**src/hdl/b64d_pkg.sv**
```systemverilog
// ----------------------------------------------------------------------------
// b64d_pkg
// Types, constants and result codes shared by the Base64 stream decoder.
// ----------------------------------------------------------------------------
package b64d_pkg;

    localparam int unsigned QUEUE_DEPTH_DEFAULT = 4;

    localparam logic [7:0] PAD_CHAR = 8'h3D;

    localparam logic [1:0] STATUS_OK       = 2'd0;
    localparam logic [1:0] STATUS_LENGTH   = 2'd1;
    localparam logic [1:0] STATUS_BAD_CHAR = 2'd2;

    localparam logic [1:0] COUNT_ONE   = 2'd1;
    localparam logic [1:0] COUNT_THREE = 2'd3;

    typedef struct packed {
        logic [7:0] in_char;
        logic       end_of_input;
    } in_t;

    typedef struct packed {
        logic [7:0] out_byte;
        logic       last_of_run;
        logic       end_of_stream;
        logic [1:0] status;
    } out_t;

    typedef struct packed {
        logic [23:0] triple;
        logic [1:0]  count;
        logic [1:0]  status;
        logic        eos;
    } job_t;

    typedef struct packed {
        logic full;
        logic empty;
    } queue_status_t;

endpackage

```
**src/hdl/b64d_front.sv**
```systemverilog
// ----------------------------------------------------------------------------
// b64d_front
// Accepts characters, maps them to sextets, gathers groups of four and
// pushes one output job per completed group or per stream end.
// ----------------------------------------------------------------------------
module b64d_front import b64d_pkg::*; (
    input  logic          aclk,
    input  logic          aresetn,
    input  logic          s_valid,
    output logic          s_ready,
    input  in_t           s_data,
    input  queue_status_t queue_status,
    output logic          push,
    output job_t          push_job
);

    logic [1:0]  pos_reg, pos_next;
    logic [17:0] store_reg, store_next;
    logic        third_pad_reg, third_pad_next;
    logic        bad_reg, bad_next;

    logic [5:0]  sextet;
    logic        char_ok;
    logic        is_pad;
    logic        accept;

    function automatic logic [6:0] classify(input logic [7:0] c);
        logic [6:0] r;
        r = {1'b0, 6'd0};
        if (c >= 8'h41 && c <= 8'h5A) begin
            r = {1'b1, 6'(c - 8'h41)};
        end else if (c >= 8'h61 && c <= 8'h7A) begin
            r = {1'b1, 6'(c - 8'h61 + 8'd26)};
        end else if (c >= 8'h30 && c <= 8'h39) begin
            r = {1'b1, 6'(c - 8'h30 + 8'd52)};
        end else if (c == 8'h2B) begin
            r = {1'b1, 6'd62};
        end else if (c == 8'h2F) begin
            r = {1'b1, 6'd63};
        end else if (c == PAD_CHAR) begin
            r = {1'b1, 6'd0};
        end
        return r;
    endfunction

    assign {char_ok, sextet} = classify(s_data.in_char);
    assign is_pad  = (s_data.in_char == PAD_CHAR);
    assign s_ready = !queue_status.full;
    assign accept  = s_valid && s_ready;

    always_comb begin
        pos_next       = pos_reg;
        store_next     = store_reg;
        third_pad_next = third_pad_reg;
        bad_next       = bad_reg;
        push           = 1'b0;
        push_job       = '0;
        if (accept) begin
            if (pos_reg != 2'd3) begin
                store_next     = {store_reg[11:0], sextet};
                pos_next       = pos_reg + 2'd1;
                third_pad_next = third_pad_reg || (pos_reg == 2'd2 && is_pad);
                bad_next       = bad_reg || !char_ok;
                if (s_data.end_of_input) begin
                    push            = 1'b1;
                    push_job.triple = '0;
                    push_job.count  = COUNT_ONE;
                    push_job.status = STATUS_LENGTH;
                    push_job.eos    = 1'b1;
                    pos_next        = '0;
                    store_next      = '0;
                    third_pad_next  = 1'b0;
                    bad_next        = 1'b0;
                end
            end else begin
                push            = 1'b1;
                push_job.triple = {store_reg, sextet};
                push_job.count  = COUNT_THREE
                                  - 2'(s_data.end_of_input && is_pad)
                                  - 2'(s_data.end_of_input && third_pad_reg);
                push_job.status = (bad_reg || !char_ok) ? STATUS_BAD_CHAR : STATUS_OK;
                push_job.eos    = s_data.end_of_input;
                pos_next        = '0;
                store_next      = '0;
                third_pad_next  = 1'b0;
                bad_next        = 1'b0;
            end
        end
    end

    always_ff @(posedge aclk) begin
        if (!aresetn) begin
            pos_reg       <= '0;
            store_reg     <= '0;
            third_pad_reg <= 1'b0;
            bad_reg       <= 1'b0;
        end else begin
            pos_reg       <= pos_next;
            store_reg     <= store_next;
            third_pad_reg <= third_pad_next;
            bad_reg       <= bad_next;
        end
    end

endmodule

```
**src/hdl/b64d_queue.sv**
```systemverilog
// ----------------------------------------------------------------------------
// b64d_queue
// Short job queue that parts the front and back so each can stall alone.
// ----------------------------------------------------------------------------
module b64d_queue import b64d_pkg::*; #(
    parameter int unsigned Depth = QUEUE_DEPTH_DEFAULT
) (
    input  logic          aclk,
    input  logic          aresetn,
    input  logic          push,
    input  job_t          push_job,
    input  logic          pop,
    output job_t          head_job,
    output queue_status_t queue_status
);

    localparam int unsigned PtrW = (Depth > 1) ? $clog2(Depth) : 1;
    localparam int unsigned CntW = $clog2(Depth + 1);
    localparam logic [PtrW-1:0] LastPtr = PtrW'(Depth - 1);
    localparam logic [CntW-1:0] FullCnt = CntW'(Depth);

    job_t            entry_reg [Depth];
    logic [PtrW-1:0] wr_ptr_reg, wr_ptr_next;
    logic [PtrW-1:0] rd_ptr_reg, rd_ptr_next;
    logic [CntW-1:0] cnt_reg, cnt_next;
    logic            do_push, do_pop;

    assign queue_status.full  = (cnt_reg == FullCnt);
    assign queue_status.empty = (cnt_reg == '0);
    assign do_push  = push && !queue_status.full;
    assign do_pop   = pop && !queue_status.empty;
    assign head_job = entry_reg[rd_ptr_reg];

    always_comb begin
        wr_ptr_next = wr_ptr_reg;
        rd_ptr_next = rd_ptr_reg;
        cnt_next    = cnt_reg;
        if (do_push) begin
            wr_ptr_next = (wr_ptr_reg == LastPtr) ? '0 : wr_ptr_reg + PtrW'(1);
        end
        if (do_pop) begin
            rd_ptr_next = (rd_ptr_reg == LastPtr) ? '0 : rd_ptr_reg + PtrW'(1);
        end
        if (do_push && !do_pop) begin
            cnt_next = cnt_reg + CntW'(1);
        end else if (do_pop && !do_push) begin
            cnt_next = cnt_reg - CntW'(1);
        end
    end

    always_ff @(posedge aclk) begin
        if (do_push) begin
            entry_reg[wr_ptr_reg] <= push_job;
        end
    end

    always_ff @(posedge aclk) begin
        if (!aresetn) begin
            wr_ptr_reg <= '0;
            rd_ptr_reg <= '0;
            cnt_reg    <= '0;
        end else begin
            wr_ptr_reg <= wr_ptr_next;
            rd_ptr_reg <= rd_ptr_next;
            cnt_reg    <= cnt_next;
        end
    end

endmodule

```
**src/hdl/b64d_back.sv**
```systemverilog
// ----------------------------------------------------------------------------
// b64d_back
// Takes jobs from the queue and emits their bytes, one per transaction,
// through a registered output stage.
// ----------------------------------------------------------------------------
module b64d_back import b64d_pkg::*; (
    input  logic          aclk,
    input  logic          aresetn,
    input  job_t          head_job,
    input  queue_status_t queue_status,
    output logic          pop,
    output logic          m_valid,
    input  logic          m_ready,
    output out_t          m_data
);

    logic [1:0] idx_reg, idx_next;
    logic       valid_reg, valid_next;
    out_t       data_reg, data_next;
    logic       load;
    logic       last;
    logic [7:0] sel_byte;

    assign load = !queue_status.empty && (!valid_reg || m_ready);
    assign last = (idx_reg == head_job.count - 2'd1);
    assign pop  = load && last;

    always_comb begin
        case (idx_reg)
            2'd0:    sel_byte = head_job.triple[23:16];
            2'd1:    sel_byte = head_job.triple[15:8];
            default: sel_byte = head_job.triple[7:0];
        endcase
    end

    always_comb begin
        idx_next   = idx_reg;
        valid_next = valid_reg;
        data_next  = data_reg;
        if (valid_reg && m_ready) begin
            valid_next = 1'b0;
        end
        if (load) begin
            valid_next              = 1'b1;
            data_next.out_byte      = sel_byte;
            data_next.last_of_run   = last;
            data_next.end_of_stream = last && head_job.eos;
            data_next.status        = head_job.status;
            idx_next                = last ? 2'd0 : idx_reg + 2'd1;
        end
    end

    always_ff @(posedge aclk) begin
        if (!aresetn) begin
            idx_reg   <= '0;
            valid_reg <= 1'b0;
        end else begin
            idx_reg   <= idx_next;
            valid_reg <= valid_next;
        end
    end

    always_ff @(posedge aclk) begin
        data_reg <= data_next;
    end

    assign m_valid = valid_reg;
    assign m_data  = data_reg;

endmodule

```
**src/hdl/base64_stream_decoder.sv**
```systemverilog
// The first byte of a group is written into the job queue when its fourth
// character is taken, then loaded into the output register; the others follow.
// Throughput: one character per cycle while the job queue is not full; one byte
// per cycle leaves the output register while m_ready; the queue absorbs the gap.
// Reset: synchronous active-low aresetn clears the group, queue and output valid.
// ----------------------------------------------------------------------------
// base64_stream_decoder
// Base64 character stream to byte stream decoder, standard alphabet.
// ----------------------------------------------------------------------------
module base64_stream_decoder import b64d_pkg::*; #(
    parameter int unsigned QueueDepth = QUEUE_DEPTH_DEFAULT
) (
    input  logic aclk,
    input  logic aresetn,
    input  logic s_valid,
    output logic s_ready,
    input  in_t  s_data,
    output logic m_valid,
    input  logic m_ready,
    output out_t m_data
);

    queue_status_t queue_status;
    logic          push;
    job_t          push_job;
    logic          pop;
    job_t          head_job;

    b64d_front u_front (
        .aclk         (aclk),
        .aresetn      (aresetn),
        .s_valid      (s_valid),
        .s_ready      (s_ready),
        .s_data       (s_data),
        .queue_status (queue_status),
        .push         (push),
        .push_job     (push_job)
    );

    b64d_queue #(
        .Depth (QueueDepth)
    ) u_queue (
        .aclk         (aclk),
        .aresetn      (aresetn),
        .push         (push),
        .push_job     (push_job),
        .pop          (pop),
        .head_job     (head_job),
        .queue_status (queue_status)
    );

    b64d_back u_back (
        .aclk         (aclk),
        .aresetn      (aresetn),
        .head_job     (head_job),
        .queue_status (queue_status),
        .pop          (pop),
        .m_valid      (m_valid),
        .m_ready      (m_ready),
        .m_data       (m_data)
    );

endmodule

```
**config.mk**
```make
export PLATFORM = sky130hd
export DESIGN_NAME = base64_stream_decoder
export DESIGN_NICKNAME = d
export VERILOG_FILES = /design/src/hdl/b64d_pkg.sv /design/src/hdl/b64d_front.sv /design/src/hdl/b64d_queue.sv /design/src/hdl/b64d_back.sv /design/src/hdl/base64_stream_decoder.sv
export SDC_FILE = /design/constraint.sdc
export NUM_CORES = 1
export LEC_CHECK = 0
export ABC_AREA = 0
export BUFFER_PORTS_ARGS = -buffer_cell sky130_fd_sc_hd__buf_2
export CAP_MARGIN = 10
export CORE_AREA = 2 2 110 112
export CTS_BUF_LIST = sky130_fd_sc_hd__clkbuf_4
export DETAILED_ROUTE_END_ITERATION = 8
export DIE_AREA = 0 0 112 114
export PLACE_DENSITY = 0.77
export SYNTH_ARGS = -nofsm -noshare
export SYNTH_HDL_FRONTEND = slang
export SYNTH_SLANG_ARGS = --single-unit
```
**constraint.sdc**
```tcl
create_clock -name aclk -period 4.4 [get_ports aclk]
set_input_delay 0.44 -clock aclk [delete_from_list [all_inputs] [get_ports aclk]]
set_output_delay 0.44 -clock aclk [all_outputs]
set_load 0.05 [all_outputs]
```
==> summary.md <==
| Metric | Value |
|---|---|
| Pwr/cell area | `555 nW/µm²` |
| Share of the yosys chip area belonging to registers | `66.0%` |
| Dominant register cell in the synthesized netlist | `sky130_fd_sc_hd__edfxtp_1` |
| Number of unique standard cell types used by synthesis | `56` |
| Vias in the first global route | `4,009` |
| Post-synthesis instance area | `6850 µm²` |
| Result of the run | `finished, final reports clean` |
| Number of nets at the end of the flow | `510` |
| Die Wd | `112 µm` |
| Proportion of layout cells with a drive suffix above 1 | `20.9%` |
| Minimum period implied by the final worst setup slack | `3.26 ns` |
| Number of resized instances in the post-cts repair step | `0` |
| Crit-path max FO | `21` |
| Count of buffers added by post-CTS timing repair for setup | `0` |
| Total number of vias | `3,882` |
| Final routed DRC violation total | `0` |
| Number of fillers in the final layout | `880` |
| Antenna Nets Post-Route | `0` |
| Relative slew margins | `44.3%` |
| Row count | `40` |
| Global-route wire length before repair | `21.1 mm` |
| I/O Pins | `27` |
| Largest area contributor in the synthesized netlist | `sky130_fd_sc_hd__edfxtp_1` |
| CTS buffer count | `17` |
| Clock power frac | `21.7%` |
| Yosys warns | `0` |
| Synthesized instance count | `444` |
| Placed wire-length estimate after detailed placement | `8.55 mm` |
| Layout overhead on the synthesized area | `8.51%` |
| Core Region | `11,700 µm²` |
| Post-synth top area share | `56.1%` |
| Placer Congestion | `0.831` |
| Max Clk Rate | `306 MHz` |
| Design internal power | `2.74 mW` |
| DP Worst Slack | `1.20 ns` |
| Logic pwr share | `31.2%` |
| Share of synthesized registers carrying an async set or reset | `0%` |
| Routed wire length | `13.2 mm` |
| Post-placement cell count | `604` |
| Area of all sequential standard cells | `4530 µm²` |
| Pin count of the biggest net entering global routing | `30` |
| Unrepaired setup endpoints after global routing | `false` |
| Full die area | `12,800 µm²` |
| Total power draw | `4.13 mW` |
| Final worst setup slack | `1.14 ns` |
| Synthesized netlist net count | `478` |
| Type of element launching the critical path | `register` |
| Clock sink count | `162` |
| Critical path data arrival time | `3.74 ns` |
| Max FFs per register | `116` |
| Initial Util | `58.5%` |
| Count of input and output buffers | `26` |
| Final worst path period share | `74.2%` |
| Filler-free cell count of the finished design | `637` |
| Hold-fix buffers at CTS | `0` |
| Per-cell routed wire length | `20.7 µm` |
| Data required time of the critical path | `4.87 ns` |
| Final global-route overflow total | `0` |
| Final-layout worst hold slack | `0.168 ns` |
| Mapped Avg Cell Area | `15.4 µm²` |
| Crit Path Class | `reg -> reg` |
| Clock-pin slew of the registers on the worst-case setup and hold paths | `0.13 ns` |
| Number of violations of the max-capacitance limit | `0` |
| Total GRT Usage | `22.2%` |
| Synthesized flop and latch total | `162` |
| Clock Skews | `0.0152 ns` |
| Hold WC Path Type | `in -> reg` |
| Commonest cells in the netlist | `sky130_fd_sc_hd__edfxtp_1, sky130_fd_sc_hd__dfxtp_1, sky130_fd_sc_hd__mux4_2` |
| Switching portion of total power | `33.5%` |
| Area occupied by multi-input gates | `2170 µm²` |
| Count leader, synth | `sky130_fd_sc_hd__edfxtp_1` |
| Maximum clock path buffer count | `2` |
| Number of DRC violations after detailed-routing iteration 0 | `304` |
| Via/cell ratio | `6.09` |
| Final hold violations | `0` |
| Largest cells by area after synthesis | `sky130_fd_sc_hd__edfxtp_1, sky130_fd_sc_hd__dfxtp_1, sky130_fd_sc_hd__mux4_2` |
| Cell chosen for the clock root | `sky130_fd_sc_hd__clkbuf_4` |
| Number of enable-type register cells in the synthesized netlist | `128` |
| Worst setup EP type | `register` |
| Accumulated negative setup slack | `0 ns` |
| Worst Tran Pin Value | `0.834 ns` |
| Antenna violations before repair | `1` |
| Height of the die | `114 µm` |
| Worst-skew pair later-pin latency | `0.55 ns` |
| Leakage power summed over all cells | `2.60 nW` |
| Clock tree from TritonCTS | `yes` |
| Number of detailed-route iterations in the first pass | `5` |
| H-Tree Depth | `4` |
| Final number of max-transition violations | `0` |
| Setup Viol. Count Final | `0` |
| Net switching power figure | `1.38 mW` |
| Sequential power share | `47.1%` |
| Worst vdd ir | `0.000358 V` |
placed cells by master, fill, tap and decap left out, types with 3 or more instances in the layout:
cell type	Yosys	layout
sky130_fd_sc_hd__a211oi_1	5	5
sky130_fd_sc_hd__a21boi_0	4	4
sky130_fd_sc_hd__a21oi_1	6	6
sky130_fd_sc_hd__a221o_1	8	8
sky130_fd_sc_hd__a22oi_1	15	15
sky130_fd_sc_hd__and2_1	10	10
sky130_fd_sc_hd__and3_1	20	20
sky130_fd_sc_hd__buf_2	6	26
sky130_fd_sc_hd__buf_4	0	8
sky130_fd_sc_hd__bufinv_16	0	3
sky130_fd_sc_hd__clkbuf_4	0	18
sky130_fd_sc_hd__clkinv_2	0	4
sky130_fd_sc_hd__clkinv_4	0	3
sky130_fd_sc_hd__dfxtp_1	34	33
sky130_fd_sc_hd__edfxtp_1	128	128
sky130_fd_sc_hd__ha_1	20	20
sky130_fd_sc_hd__inv_1	17	17
sky130_fd_sc_hd__mux2i_1	3	3
sky130_fd_sc_hd__mux4_2	27	27
sky130_fd_sc_hd__nand2_1	20	20
sky130_fd_sc_hd__nand2b_1	5	5
sky130_fd_sc_hd__nand3_1	9	9
sky130_fd_sc_hd__nor2_1	20	20
sky130_fd_sc_hd__nor2b_1	11	11
sky130_fd_sc_hd__nor3_1	8	8
sky130_fd_sc_hd__nor4b_1	3	3
sky130_fd_sc_hd__o21ai_0	7	7
sky130_fd_sc_hd__o31ai_1	5	5
power groups by stage:
stage | registers (mW) | logic, mW | clock network, mW
final | 1.94 | 1.29 | 0.896
after global routing | 1.96 | 1.38 | 0.967
after CTS | 1.95 | 1.30 | 0.910
after detailed placement | 1.98 | 1.30 | 0
after global placement | 1.97 | 1.26 | 0
after floorplan | 2.16 | 0.789 | 0
metal layers:
metal	share of wire, %	global-route usage, %
met5	0	0
met4	2.1	8.78
met3	4.9	5.15
met2	51	37.6
met1	42	28.2
area by class of cell:
| class | count | share of cell area, % |
|---|---|---|
| Sequential cell | 162 | 60.9 |
| Multi-Input combinational cell | 243 | 29.1 |
| Timing Repair Buffer | 34 | 2.56 |
| Tap cell | 147 | 2.47 |
| Clock inverter | 14 | 2.20 |
| Clock buffer | 18 | 1.82 |
| Inverter | 18 | 0.909 |
| Antenna cell | 1 | 0.0337 |
final timing paths:
path / cells past startpoint / start / to / slack, ns
worst max-delay path: 10 / u_queue.cnt_reg[0] / u_queue.cnt_reg[2] / 1.14
worst min-delay path: 4 / m_ready / u_back.m_valid / 0.17
worst max register to register: 10 / u_queue.cnt_reg[0] / u_queue.cnt_reg[2] / 1.14
worst min register to register: 2 / u_front.bad_reg / u_front.bad_reg / 0.48
worst max-delay path, cell delays in order, from the launching register on:
cell and delay, ns:
sky130_fd_sc_hd__dfxtp_1 0.42, sky130_fd_sc_hd__or3b_2 0.18, sky130_fd_sc_hd__and2_1 0.57, sky130_fd_sc_hd__o21ai_0 0.42
sky130_fd_sc_hd__inv_1 0.25, sky130_fd_sc_hd__ha_1 0.22, sky130_fd_sc_hd__inv_1 0.06, sky130_fd_sc_hd__fa_1 0.38
sky130_fd_sc_hd__xor2_1 0.18, sky130_fd_sc_hd__or3_1 0.32, sky130_fd_sc_hd__a21boi_0 0.18
logic make-up (layout without fill, tap and decap cells):
| family | count (synthesis) | in the layout | share of synthesized area (%) |
|---|---|---|---|
| flip-flops | 162 | 162 | 66.0 |
| AND/OR/NAND/NOR | 118 | 118 | 9.39 |
| AO/OA/AOI/OAI | 67 | 67 | 7.25 |
| buffers and inverters | 39 | 84 | 2.36 |
| multiplexers | 33 | 33 | 10.4 |
| adder cells (fa/ha/maj) | 21 | 21 | 3.94 |
| XOR/XNOR | 4 | 4 | 0.621 |
| other | 0 | 1 | 0 |
per-stage QoR:
stage          utilization [%]  cell area (µm²)
2_1_floorplan                -             6850
3_3_place_gp              60.9             7130
3_5_place_dp              60.9             7130
4_1_cts                   63.5             7430
5_1_grt                   63.5             7430
6_report                  63.5             7430
(Power assumes the default switching activity.)
